$ cat src/hw/rtl/wcs_pkg.sv
// Package for the white space and comment skipper.
// Holds the mode, op and result codes, character constants and the queue entry type.
// No dependencies.
package wcs_pkg;

   localparam int QUEUE_DEPTH_DEFAULT = 4;

   localparam logic [7:0]  CH_SLASH    = 8'h2F;
   localparam logic [7:0]  CH_STAR     = 8'h2A;
   localparam logic [7:0]  CH_NEWLINE  = 8'h0A;
   localparam logic [7:0]  CH_SPACE    = 8'h20;
   localparam logic [7:0]  CH_TAB      = 8'h09;
   localparam logic [7:0]  CH_CR       = 8'h0D;
   localparam logic [8:0]  PREV_NONE   = 9'h100;
   localparam logic [31:0] LINE_MAX    = 32'hFFFF_FFFF;

   localparam logic [7:0]  NESTING_LIMIT_RESET = 8'd255;

   // register indexes of the configuration port
   localparam logic REG_NESTING_LIMIT = 1'b0;

   typedef enum logic [2:0] {
      MODE_IDLE  = 3'd0,
      MODE_SKIP  = 3'd1,
      MODE_SLASH = 3'd2,
      MODE_LINE  = 3'd3,
      MODE_BLOCK = 3'd4,
      MODE_READ  = 3'd5
   } mode_type;

   typedef enum logic [1:0] {
      OP_SKIP     = 2'd0,
      OP_READ     = 2'd1,
      OP_CHAR     = 2'd2,
      OP_RESERVED = 2'd3
   } op_type;

   typedef enum logic [2:0] {
      KIND_CONSUMED     = 3'd0,
      KIND_STOP         = 3'd1,
      KIND_IDLE_PASS    = 3'd2,
      KIND_STORED       = 3'd3,
      KIND_END          = 3'd4,
      KIND_UNTERMINATED = 3'd5,
      KIND_TOO_DEEP     = 3'd6
   } kind_type;

   // One queue entry carries the results of one item: one, or two for a lone slash.
   // Both results share the line value; the second always has last low.
   typedef struct packed {
      kind_type    kind0;
      logic [7:0]  char0;
      logic        last0;
      logic [31:0] line;
      logic        two;
      kind_type    kind1;
      logic [7:0]  char1;
   } entry_type;

endpackage

$ cat src/hw/rtl/wcs_req_if.sv
// Input channel of the skipper: valid/ready handshake and one item.
// Uses nothing else.
interface wcs_req_if;
   logic       valid;
   logic       ready;
   logic [1:0] op;
   logic [7:0] char_in;
   logic       end_of_input;

   modport source (output valid, output op, output char_in, output end_of_input,
                   input ready);
   modport sink   (input valid, input op, input char_in, input end_of_input,
                   output ready);
endinterface

$ cat src/hw/rtl/wcs_rsp_if.sv
// Result channel of the skipper: valid/ready handshake and one result.
// Uses nothing else.
interface wcs_rsp_if;
   logic        valid;
   logic        ready;
   logic [2:0]  kind;
   logic [7:0]  char_out;
   logic        last;
   logic [31:0] line;

   modport source (output valid, output kind, output char_out, output last, output line,
                   input ready);
   modport sink   (input valid, input kind, input char_out, input last, input line,
                   output ready);
endinterface

$ cat src/hw/rtl/wcs_front.sv
// Front end of the skipper: accepts transactions, runs the mode machine and
// pushes the results of each item into the queue. Depends on wcs_pkg, wcs_req_if.
module wcs_front (
   input  logic                clock,
   input  logic                reset,
   wcs_req_if.sink             req,
   input  logic [7:0]          nesting_limit,
   input  logic                queue_full,
   output logic                push,
   output wcs_pkg::entry_type  push_entry
);

   wcs_pkg::mode_type mode_ff, mode_in;
   logic [7:0]        depth_ff, depth_in;
   logic [8:0]        prev_ff, prev_in;
   logic [31:0]       line_ff, line_in;
   logic [31:0]       start_line_ff, start_line_in;

   logic        accept;
   logic [7:0]  c;
   logic        eoi;
   logic        is_nl;
   logic        is_white;
   logic [31:0] line_next;
   logic        opening;
   logic        closing;
   logic        unterm;

   assign req.ready = !queue_full;
   assign accept    = req.valid && req.ready;
   assign c         = req.char_in;
   assign eoi       = req.end_of_input;
   assign is_nl     = (c == wcs_pkg::CH_NEWLINE);
   assign is_white  = (c == wcs_pkg::CH_SPACE) ||
                      ((c >= wcs_pkg::CH_TAB) && (c <= wcs_pkg::CH_CR));
   assign line_next = (line_ff != wcs_pkg::LINE_MAX) ? line_ff + 32'd1 : line_ff;
   assign opening   = (prev_ff == {1'b0, wcs_pkg::CH_SLASH}) && (c == wcs_pkg::CH_STAR);
   assign closing   = (prev_ff == {1'b0, wcs_pkg::CH_STAR}) && (c == wcs_pkg::CH_SLASH);

   always_ff @(posedge clock) begin
      if (reset) begin
         mode_ff       <= wcs_pkg::MODE_IDLE;
         depth_ff      <= '0;
         prev_ff       <= wcs_pkg::PREV_NONE;
         line_ff       <= '0;
         start_line_ff <= '0;
      end else begin
         mode_ff       <= mode_in;
         depth_ff      <= depth_in;
         prev_ff       <= prev_in;
         line_ff       <= line_in;
         start_line_ff <= start_line_in;
      end
   end

   always_comb begin
      mode_in             = mode_ff;
      depth_in            = depth_ff;
      prev_in             = prev_ff;
      line_in             = line_ff;
      start_line_in       = start_line_ff;
      unterm              = 1'b0;
      push                = 1'b0;
      push_entry.kind0    = wcs_pkg::KIND_CONSUMED;
      push_entry.char0    = c;
      push_entry.last0    = 1'b0;
      push_entry.line     = line_ff;
      push_entry.two      = 1'b0;
      push_entry.kind1    = wcs_pkg::KIND_IDLE_PASS;
      push_entry.char1    = c;
      if (accept) begin
         unique case (wcs_pkg::op_type'(req.op))
            wcs_pkg::OP_SKIP: begin
               mode_in  = wcs_pkg::MODE_SKIP;
               depth_in = '0;
               prev_in  = wcs_pkg::PREV_NONE;
            end
            wcs_pkg::OP_READ: begin
               mode_in       = wcs_pkg::MODE_READ;
               depth_in      = 8'd1;
               prev_in       = wcs_pkg::PREV_NONE;
               start_line_in = line_ff;
            end
            wcs_pkg::OP_RESERVED: begin
            end
            wcs_pkg::OP_CHAR: begin
               push = 1'b1;
               unique case (mode_ff)
                  wcs_pkg::MODE_SKIP: begin
                     if (eoi) begin
                        mode_in          = wcs_pkg::MODE_IDLE;
                        push_entry.kind0 = wcs_pkg::KIND_END;
                        push_entry.char0 = '0;
                        push_entry.last0 = 1'b1;
                     end else if (is_white) begin
                        if (is_nl) line_in = line_next;
                     end else if (c == wcs_pkg::CH_SLASH) begin
                        mode_in = wcs_pkg::MODE_SLASH;
                     end else begin
                        mode_in          = wcs_pkg::MODE_IDLE;
                        push_entry.kind0 = wcs_pkg::KIND_STOP;
                        push_entry.last0 = 1'b1;
                     end
                  end
                  wcs_pkg::MODE_SLASH: begin
                     if (!eoi && c == wcs_pkg::CH_SLASH) begin
                        mode_in = wcs_pkg::MODE_LINE;
                     end else if (!eoi && c == wcs_pkg::CH_STAR) begin
                        mode_in       = wcs_pkg::MODE_BLOCK;
                        depth_in      = 8'd1;
                        prev_in       = wcs_pkg::PREV_NONE;
                        start_line_in = line_ff;
                     end else begin
                        // lone slash: report it, then pass the next character through
                        mode_in          = wcs_pkg::MODE_IDLE;
                        push_entry.kind0 = wcs_pkg::KIND_STOP;
                        push_entry.char0 = wcs_pkg::CH_SLASH;
                        push_entry.last0 = 1'b1;
                        push_entry.two   = 1'b1;
                        push_entry.kind1 = eoi ? wcs_pkg::KIND_END : wcs_pkg::KIND_IDLE_PASS;
                        push_entry.char1 = eoi ? 8'd0 : c;
                     end
                  end
                  wcs_pkg::MODE_LINE: begin
                     if (eoi) begin
                        mode_in          = wcs_pkg::MODE_IDLE;
                        push_entry.kind0 = wcs_pkg::KIND_END;
                        push_entry.char0 = '0;
                        push_entry.last0 = 1'b1;
                     end else if (is_nl) begin
                        line_in = line_next;
                        mode_in = wcs_pkg::MODE_SKIP;
                     end
                  end
                  wcs_pkg::MODE_BLOCK,
                  wcs_pkg::MODE_READ: begin
                     if (mode_ff == wcs_pkg::MODE_READ) push_entry.kind0 = wcs_pkg::KIND_STORED;
                     if (eoi) begin
                        mode_in          = wcs_pkg::MODE_IDLE;
                        unterm           = 1'b1;
                        push_entry.kind0 = wcs_pkg::KIND_UNTERMINATED;
                        push_entry.char0 = '0;
                        push_entry.last0 = 1'b1;
                     end else begin
                        if (is_nl) line_in = line_next;
                        if (opening) begin
                           prev_in = wcs_pkg::PREV_NONE;
                           if (depth_ff >= nesting_limit) begin
                              mode_in          = wcs_pkg::MODE_IDLE;
                              push_entry.kind0 = wcs_pkg::KIND_TOO_DEEP;
                              push_entry.last0 = 1'b1;
                           end else begin
                              depth_in = depth_ff + 8'd1;
                           end
                        end else if (closing) begin
                           prev_in  = wcs_pkg::PREV_NONE;
                           depth_in = depth_ff - 8'd1;
                           if (depth_ff == 8'd1) begin
                              if (mode_ff == wcs_pkg::MODE_READ) begin
                                 mode_in          = wcs_pkg::MODE_IDLE;
                                 push_entry.last0 = 1'b1;
                              end else begin
                                 mode_in = wcs_pkg::MODE_SKIP;
                              end
                           end
                        end else begin
                           prev_in = {1'b0, c};
                        end
                     end
                  end
                  default: begin
                     push_entry.kind0 = wcs_pkg::KIND_IDLE_PASS;
                     push_entry.char0 = eoi ? 8'd0 : c;
                  end
               endcase
            end
            default: begin
            end
         endcase
      end
      push_entry.line = unterm ? start_line_ff : line_in;
   end

   // inside a block comment the depth is never zero
   assert property (@(posedge clock) disable iff (reset)
      (mode_ff == wcs_pkg::MODE_BLOCK || mode_ff == wcs_pkg::MODE_READ) |-> depth_ff != 8'd0)
      else $error("block comment mode with zero depth");

   // the line counter only moves forward
   assert property (@(posedge clock) disable iff (reset)
      1'b1 |=> line_ff >= $past(line_ff))
      else $error("line counter went backward");

endmodule

$ cat src/hw/rtl/wcs_queue.sv
// Queue between front and back ends; one entry holds the results of one item.
// Depends on wcs_pkg.
module wcs_queue #(
   parameter int DEPTH = wcs_pkg::QUEUE_DEPTH_DEFAULT
) (
   input  logic                clock,
   input  logic                reset,
   input  logic                push,
   input  wcs_pkg::entry_type  push_entry,
   output logic                full,
   output logic                head_valid,
   output wcs_pkg::entry_type  head_entry,
   input  logic                pop
);

   localparam int PTR_W = (DEPTH > 1) ? $clog2(DEPTH) : 1;
   localparam int CNT_W = $clog2(DEPTH + 1);

   wcs_pkg::entry_type entries_ff [DEPTH];
   logic [PTR_W-1:0]   wr_ptr_ff, wr_ptr_in;
   logic [PTR_W-1:0]   rd_ptr_ff, rd_ptr_in;
   logic [CNT_W-1:0]   count_ff, count_in;

   assign full       = (count_ff == CNT_W'(DEPTH));
   assign head_valid = (count_ff != '0);
   assign head_entry = entries_ff[rd_ptr_ff];

   always_comb begin
      wr_ptr_in = wr_ptr_ff;
      rd_ptr_in = rd_ptr_ff;
      count_in  = count_ff;
      if (push) begin
         wr_ptr_in = (wr_ptr_ff == PTR_W'(DEPTH - 1)) ? '0 : wr_ptr_ff + PTR_W'(1);
      end
      if (pop) begin
         rd_ptr_in = (rd_ptr_ff == PTR_W'(DEPTH - 1)) ? '0 : rd_ptr_ff + PTR_W'(1);
      end
      if (push && !pop)      count_in = count_ff + CNT_W'(1);
      else if (!push && pop) count_in = count_ff - CNT_W'(1);
   end

   always_ff @(posedge clock) begin
      if (reset) begin
         wr_ptr_ff <= '0;
         rd_ptr_ff <= '0;
         count_ff  <= '0;
      end else begin
         wr_ptr_ff <= wr_ptr_in;
         rd_ptr_ff <= rd_ptr_in;
         count_ff  <= count_in;
      end
   end

   always_ff @(posedge clock) begin
      if (push) entries_ff[wr_ptr_ff] <= push_entry;
   end

   assert property (@(posedge clock) disable iff (reset) push |-> !full)
      else $error("push into full queue");

   assert property (@(posedge clock) disable iff (reset) pop |-> head_valid)
      else $error("pop from empty queue");

endmodule

$ cat src/hw/rtl/wcs_back.sv
// Back end of the skipper: drains queue entries into the output register,
// splitting a two-result entry over two transactions. Depends on wcs_pkg, wcs_rsp_if.
module wcs_back (
   input  logic                clock,
   input  logic                reset,
   input  logic                head_valid,
   input  wcs_pkg::entry_type  head_entry,
   output logic                pop,
   wcs_rsp_if.source           rsp
);

   logic              valid_ff, valid_in;
   logic              two_ff, two_in;
   wcs_pkg::kind_type kind_ff, kind_in;
   logic [7:0]        char_ff, char_in;
   logic              last_ff, last_in;
   logic [31:0]       line_ff, line_in;
   wcs_pkg::kind_type kind2_ff, kind2_in;
   logic [7:0]        char2_ff, char2_in;
   logic              slot_free;

   assign slot_free = !valid_ff || rsp.ready;
   assign pop       = slot_free && !two_ff && head_valid;

   always_comb begin
      valid_in = valid_ff;
      two_in   = two_ff;
      kind_in  = kind_ff;
      char_in  = char_ff;
      last_in  = last_ff;
      line_in  = line_ff;
      kind2_in = kind2_ff;
      char2_in = char2_ff;
      if (slot_free) begin
         if (two_ff) begin
            // second result of a lone slash; line stays as it was
            valid_in = 1'b1;
            two_in   = 1'b0;
            kind_in  = kind2_ff;
            char_in  = char2_ff;
            last_in  = 1'b0;
         end else if (head_valid) begin
            valid_in = 1'b1;
            two_in   = head_entry.two;
            kind_in  = head_entry.kind0;
            char_in  = head_entry.char0;
            last_in  = head_entry.last0;
            line_in  = head_entry.line;
            kind2_in = head_entry.kind1;
            char2_in = head_entry.char1;
         end else begin
            valid_in = 1'b0;
         end
      end
   end

   always_ff @(posedge clock) begin
      if (reset) begin
         valid_ff <= 1'b0;
         two_ff   <= 1'b0;
      end else begin
         valid_ff <= valid_in;
         two_ff   <= two_in;
      end
   end

   always_ff @(posedge clock) begin
      kind_ff  <= kind_in;
      char_ff  <= char_in;
      last_ff  <= last_in;
      line_ff  <= line_in;
      kind2_ff <= kind2_in;
      char2_ff <= char2_in;
   end

   assign rsp.valid    = valid_ff;
   assign rsp.kind     = kind_ff;
   assign rsp.char_out = char_ff;
   assign rsp.last     = last_ff;
   assign rsp.line     = line_ff;

   // a pending second result always sits behind a shown first one
   assert property (@(posedge clock) disable iff (reset) two_ff |-> valid_ff)
      else $error("second result pending without a first");

endmodule

$ cat src/hw/rtl/whitespace_comment_skipper.sv
// White space and comment skipper, top level. Takes one character per
// transaction and passes over white space, line comments and nestable block
// comments, reporting each character with a result code and a saturating line
// count; a lone slash yields two results. Items are taken one per cycle back to
// back: the front end decides each item combinationally and writes its results
// into a QUEUE_DEPTH-entry queue; the back end shows one result per cycle when
// not stalled, so a lone slash costs one more output. The input stalls only
// when the queue is full. The nesting limit sits at address 0 of the APB port.
// Depends on wcs_pkg, wcs_req_if, wcs_rsp_if, wcs_front, wcs_queue, wcs_back.
module whitespace_comment_skipper #(
   parameter int QUEUE_DEPTH = wcs_pkg::QUEUE_DEPTH_DEFAULT
) (
   input  logic        clock,
   input  logic        reset,
   wcs_req_if.sink     req,
   wcs_rsp_if.source   rsp,
   input  logic        csr_psel,
   input  logic        csr_penable,
   input  logic        csr_pwrite,
   input  logic [2:0]  csr_paddr,
   input  logic [31:0] csr_pwdata,
   output logic [31:0] csr_prdata,
   output logic        csr_pready
);

   logic [7:0]         nesting_limit_ff, nesting_limit_in;
   logic               csr_write;
   logic               push;
   logic               queue_full;
   logic               head_valid;
   logic               pop;
   wcs_pkg::entry_type push_entry;
   wcs_pkg::entry_type head_entry;

   assign csr_pready = 1'b1;
   assign csr_write  = csr_psel && csr_penable && csr_pwrite && csr_pready;

   always_comb begin
      nesting_limit_in = nesting_limit_ff;
      if (csr_write && csr_paddr[2] == wcs_pkg::REG_NESTING_LIMIT) begin
         nesting_limit_in = csr_pwdata[7:0];
      end
   end

   always_ff @(posedge clock) begin
      if (reset) nesting_limit_ff <= wcs_pkg::NESTING_LIMIT_RESET;
      else       nesting_limit_ff <= nesting_limit_in;
   end

   assign csr_prdata = (csr_paddr[2] == wcs_pkg::REG_NESTING_LIMIT) ?
                       {24'd0, nesting_limit_ff} : 32'd0;

   wcs_front u_front (
      .clock         (clock),
      .reset         (reset),
      .req           (req),
      .nesting_limit (nesting_limit_ff),
      .queue_full    (queue_full),
      .push          (push),
      .push_entry    (push_entry)
   );

   wcs_queue #(
      .DEPTH (QUEUE_DEPTH)
   ) u_queue (
      .clock      (clock),
      .reset      (reset),
      .push       (push),
      .push_entry (push_entry),
      .full       (queue_full),
      .head_valid (head_valid),
      .head_entry (head_entry),
      .pop        (pop)
   );

   wcs_back u_back (
      .clock      (clock),
      .reset      (reset),
      .head_valid (head_valid),
      .head_entry (head_entry),
      .pop        (pop),
      .rsp        (rsp)
   );

endmodule
$ cat src/flat_wrapper.sv
// flat-port wrapper written by rule: the top's interface ports become plain ports
module whitespace_comment_skipper_flat 
#(
   parameter int QUEUE_DEPTH = wcs_pkg::QUEUE_DEPTH_DEFAULT
)
  (clock, reset, csr_psel, csr_penable, csr_pwrite, csr_paddr, csr_pwdata, csr_prdata, csr_pready, req_valid, req_op, req_char_in, req_end_of_input, req_ready, rsp_valid, rsp_kind, rsp_char_out, rsp_last, rsp_line, rsp_ready);
  wcs_req_if req_i ();
  wcs_rsp_if rsp_i ();
  input  logic clock;
  input  logic reset;
  input  logic csr_psel;
  input  logic csr_penable;
  input  logic csr_pwrite;
  input  logic [2:0] csr_paddr;
  input  logic [31:0] csr_pwdata;
  output logic [31:0] csr_prdata;
  output logic csr_pready;
  input wire logic [$bits(req_i.valid)-1:0] req_valid;
  input wire logic [$bits(req_i.op)-1:0] req_op;
  input wire logic [$bits(req_i.char_in)-1:0] req_char_in;
  input wire logic [$bits(req_i.end_of_input)-1:0] req_end_of_input;
  output wire logic [$bits(req_i.ready)-1:0] req_ready;
  output wire logic [$bits(rsp_i.valid)-1:0] rsp_valid;
  output wire logic [$bits(rsp_i.kind)-1:0] rsp_kind;
  output wire logic [$bits(rsp_i.char_out)-1:0] rsp_char_out;
  output wire logic [$bits(rsp_i.last)-1:0] rsp_last;
  output wire logic [$bits(rsp_i.line)-1:0] rsp_line;
  input wire logic [$bits(rsp_i.ready)-1:0] rsp_ready;
  assign req_i.valid = req_valid;
  assign req_i.op = req_op;
  assign req_i.char_in = req_char_in;
  assign req_i.end_of_input = req_end_of_input;
  assign req_ready = req_i.ready;
  assign rsp_valid = rsp_i.valid;
  assign rsp_kind = rsp_i.kind;
  assign rsp_char_out = rsp_i.char_out;
  assign rsp_last = rsp_i.last;
  assign rsp_line = rsp_i.line;
  assign rsp_i.ready = rsp_ready;
  whitespace_comment_skipper #(.QUEUE_DEPTH(QUEUE_DEPTH)) u_core (.clock(clock), .reset(reset), .req(req_i), .rsp(rsp_i), .csr_psel(csr_psel), .csr_penable(csr_penable), .csr_pwrite(csr_pwrite), .csr_paddr(csr_paddr), .csr_pwdata(csr_pwdata), .csr_prdata(csr_prdata), .csr_pready(csr_pready));
endmodule
$ cat config.mk
export PLATFORM = sky130hd
export DESIGN_NAME = whitespace_comment_skipper_flat
export DESIGN_NICKNAME = d
export VERILOG_FILES = /design/src/hw/rtl/wcs_pkg.sv /design/src/hw/rtl/wcs_req_if.sv /design/src/hw/rtl/wcs_rsp_if.sv /design/src/hw/rtl/wcs_front.sv /design/src/hw/rtl/wcs_queue.sv /design/src/hw/rtl/wcs_back.sv /design/src/hw/rtl/whitespace_comment_skipper.sv /design/src/flat_wrapper.sv
export SDC_FILE = /design/constraint.sdc
export NUM_CORES = 1
export LEC_CHECK = 0
export BUFFER_PORTS_ARGS = -buffer_cell sky130_fd_sc_hd__buf_2
export CAP_MARGIN = 20
export CORE_AREA = 5 5 241 243
export CTS_CLUSTER_DIAMETER = 30
export DETAILED_ROUTE_END_ITERATION = 6
export DIE_AREA = 0 0 246 248
export SYNTH_ARGS = -nofsm -noshare
export SYNTH_HDL_FRONTEND = slang
export SYNTH_HIERARCHICAL = 1
export SYNTH_SLANG_ARGS = --single-unit
$ cat constraint.sdc
create_clock -name clock -period 8.5 [get_ports clock]
set_input_delay 0.85 -clock clock [delete_from_list [all_inputs] [get_ports clock]]
set_output_delay 0.85 -clock clock [all_outputs]
set_load 0.03 [all_outputs]
==> impl_metrics.env <==
export IMPL_outcome="finished clean"
export IMPL_synth_area_mm2=0.0165
export IMPL_ios=132
export IMPL_routed_wl_um=36300
export IMPL_worst_slew_pin_slew_ns=0.957
export IMPL_power_static_leakage_nw=7.26
export IMPL_fin_crit_ns=3.66
export IMPL_rows=87
export IMPL_worstPathMaxFanout=13
export IMPL_post_cts_buffers=0
export IMPL_finalMaxSlewViolations=0
export IMPL_timing_reg2reg_setup_slack_ns=4.84
export IMPL_powerDensity_mw_per_mm2=318
export IMPL_holdCritStartpoint="u_core/u_front/prev_ff[8]"
export IMPL_crit_slowest_cell="nor2b_1"
export IMPL_nets=1374
export IMPL_gp_congestion=0.843
export IMPL_synth_edf_count=279
export IMPL_final_antenna_net_count=0
export IMPL_fmax_mhz=273
export IMPL_dp_cells=1971
export IMPL_hold_class="register to register"
export IMPL_hold_viol_final=0
export IMPL_worst_r2r_cell_count=6
export IMPL_max_slew_margin_rel_pct=36.0
export IMPL_ctsResizeCount=0
export IMPL_min_period_over_period_pct=43.1
export IMPL_post_drt_wl_per_cell_um=17.1
export IMPL_cts_hold_buf=0
export IMPL_path_buf_inv=0
export IMPL_layout_drive_gt1_share_pct=24.5
export IMPL_crit_family="compound AO/OA/AOI/OAI gates"
export IMPL_ir_drop_v=0.000174
export IMPL_r2r_end="u_core/u_queue/entries_ff[1][39]"
export IMPL_coreArea_mm2=0.0557
export IMPL_startpoint_type="register"
export IMPL_grt_pass1_vias=10030
export IMPL_regArea_mm2=0.0104
export IMPL_grtUsageTotal_pct=11.8
export IMPL_port_buffers=80
export IMPL_avgSynthCellArea_um2=13.9
export IMPL_insertion_delay_ns=0.60
export IMPL_grt_ovfl_total=0
export IMPL_grt_pass1_wl_um=56700
export IMPL_multi_input_comb_area_mm2=0.00548
export IMPL_synth_top_flop_cell="edfxtp_1"
export IMPL_die_w_um=246
export IMPL_setup_tns_ns=0
export IMPL_die_area_mm2=0.0610
export IMPL_whs_path_depth=1
export IMPL_crit_chain="nor2b_1, a21oi_1, o21ai_0, nor4_1, and3_1, o31ai_1"
export IMPL_grt_max_degree=76
export IMPL_nFillCells=5388
export IMPL_pre_cts_ws_ns=4.31
export IMPL_synth_cell_types=86
export IMPL_worstPathArrival_ns=3.96
export IMPL_dr_pass1_iters=5
export IMPL_ys_async_sr_fraction_pct=0
export IMPL_tritoncts="done"
export IMPL_cts_clk_slew_worst_paths_ns=0.05
export IMPL_ys_seq_elements=382
export IMPL_die_y_um=248
export IMPL_htreeDepth=3
export IMPL_max_cap_violations=0
export IMPL_setup_violations=0
export IMPL_dp_hpwl_um=22700
export IMPL_total_power_w=0.00644
export IMPL_clk_path_buf_depth=3
export IMPL_worst_slack_ns=4.84
export IMPL_cts_made_buffers=80
export IMPL_holdPathEnd="u_core/u_front/prev_ff[8]"
export IMPL_crit_path_end_kind="register"
export IMPL_slowest_delay_ns=0.81
export IMPL_num_vias=10001
export IMPL_syn_instance_count=1181
export IMPL_worstReg2RegStart="u_core/u_front/mode_ff[2]"
export IMPL_ys_seq_area_share_pct=63.4
export IMPL_drc_errors=0
export IMPL_vias_per_cell=4.71
export IMPL_layout_cells_non_filler=2123
export IMPL_start_util_pct=29.6
export IMPL_cts_root_buf="clkbuf_16"
export IMPL_antenna_found_initial=3
export IMPL_crit_type="register to register"
export IMPL_rsz0062_at_grt="false"
export IMPL_area_delta_synth_final_pct=22.7
export IMPL_clkSinkCount=382
export IMPL_drt_first_iter_violations=695
export IMPL_required_ns=8.80
export IMPL_synth_warning_count=6
export IMPL_finalClockSkew_ns=0.0240
[flip-flops by register name (all words and copies together) (netlist names), named ones only]
signal	flops
u_core/u_back/rsp.last	1
u_core/u_front/prev_ff	9
u_core/nesting_limit_ff	8
u_core/u_back/rsp.char_out	8
u_core/u_queue/wr_ptr_ff	2
u_core/u_front/line_ff	32
u_core/u_back/rsp.valid	1
u_core/u_back/kind2_ff	3
u_core/u_front/mode_ff	3
u_core/u_queue/entries_ff	224
u_core/u_back/two_ff	1
u_core/u_back/rsp.line	32
u_core/u_front/start_line_ff	32
u_core/u_front/depth_ff	8
u_core/u_queue/rd_ptr_ff	2
u_core/u_back/rsp.kind	3
u_core/u_back/char2_ff	8
u_core/u_queue/count_ff	3
[synth_stat cells (24+ instances only)]
cell / instances / area [µm²]
nor3_1: 24 / 120
buf_4: 29 / 218
dfxtp_1: 103 / 2060
nor2_1: 130 / 488
o21ai_0: 28 / 140
clkbuf_1: 25 / 93.8
mux2i_1: 53 / 531
mux4_2: 56 / 1260
nand2_1: 35 / 131
a21oi_1: 54 / 270
inv_1: 30 / 113
nand3_1: 26 / 130
edfxtp_1: 279 / 8380
[where the power goes]
| group | internal, W | switching (W) |
|---|---|---|
| Sequential | 0.00227 | 0.0000927 |
| Combinational | 0.000386 | 0.000680 |
| Clock | 0.00202 | 0.000989 |
[logic make-up (layout without fill, tap and decap cells)]
kind of cell	count (synthesis)	in the layout	share of synthesized area, %
DFF	382	382	63.4
buffers and inverters	114	276	4.05
other	3	27	0.0684
xor gates and xnor gates	20	20	1.06
AOI/OAI and AO/OA	163	163	6.59
and+or+nand+nor	357	357	11.5
adders and majority gates	22	22	1.72
muxes	120	120	11.6
[worst max-delay path by stage]
stage | slack [ns] | to | cells after the start | start
floorplan | 3.97 | u_core/u_back/char2_ff[0] | 2 | rsp_ready
global placement | 4.14 | u_core/u_queue/entries_ff[0][28] | 9 | req_op[0]
detailed placement | 4.31 | u_core/u_queue/entries_ff[0][39] | 9 | req_op[0]
CTS | 4.82 | u_core/u_queue/entries_ff[1][39] | 6 | u_core/u_front/mode_ff[2]
global route | 4.58 | u_core/u_queue/entries_ff[1][39] | 6 | u_core/u_front/mode_ff[2]
finish | 4.84 | u_core/u_queue/entries_ff[1][39] | 6 | u_core/u_front/mode_ff[2]
[cell usage in the layout, fill, tap and decap left out, drive strengths merged, types with 30 or more instances in the layout]
master  instances
a21oi          56
buf            97
clkbuf         95
clkinv         30
dfxtp         103
edfxtp        279
inv            39
mux2i          53
mux4           56
nand2          35
nor2          130
[metal layers]
metal	part of all wire, %	global-route usage [%]	up-vias	routed length (µm)
li1	-	-	4741	-
met1	44	15.3	4948	16100
met2	48	19.2	250	17400
met3	5.7	3.09	58	2070
met4	2.0	4.38	4	734
met5	0.063	0	-	23
[stage by stage]
step / hold slack (ns) / instance area [µm²] / utilization [%]
2_1_floorplan: 0.417 / 16600 / -
3_3_place_gp: 0.424 / 17500 / 31.4
3_5_place_dp: 0.448 / 17500 / 31.4
4_1_cts: 0.459 / 20200 / 36.2
5_1_grt: 0.467 / 20200 / 36.3
6_report: 0.452 / 20200 / 36.3
[layout make-up]
class / count / share of cell area [%]
Clock buffer: 95 / 10.4
Tap cell: 756 / 4.68
Multi-Input combinational cell: 708 / 27.1
Clock inverter: 54 / 2.82
Sequential cell: 382 / 51.7
Timing Repair Buffer: 97 / 2.71
Inverter: 30 / 0.557
Antenna cell: 1 / 0.0124
No activity file was read; power rests on OpenSTA's default activity.
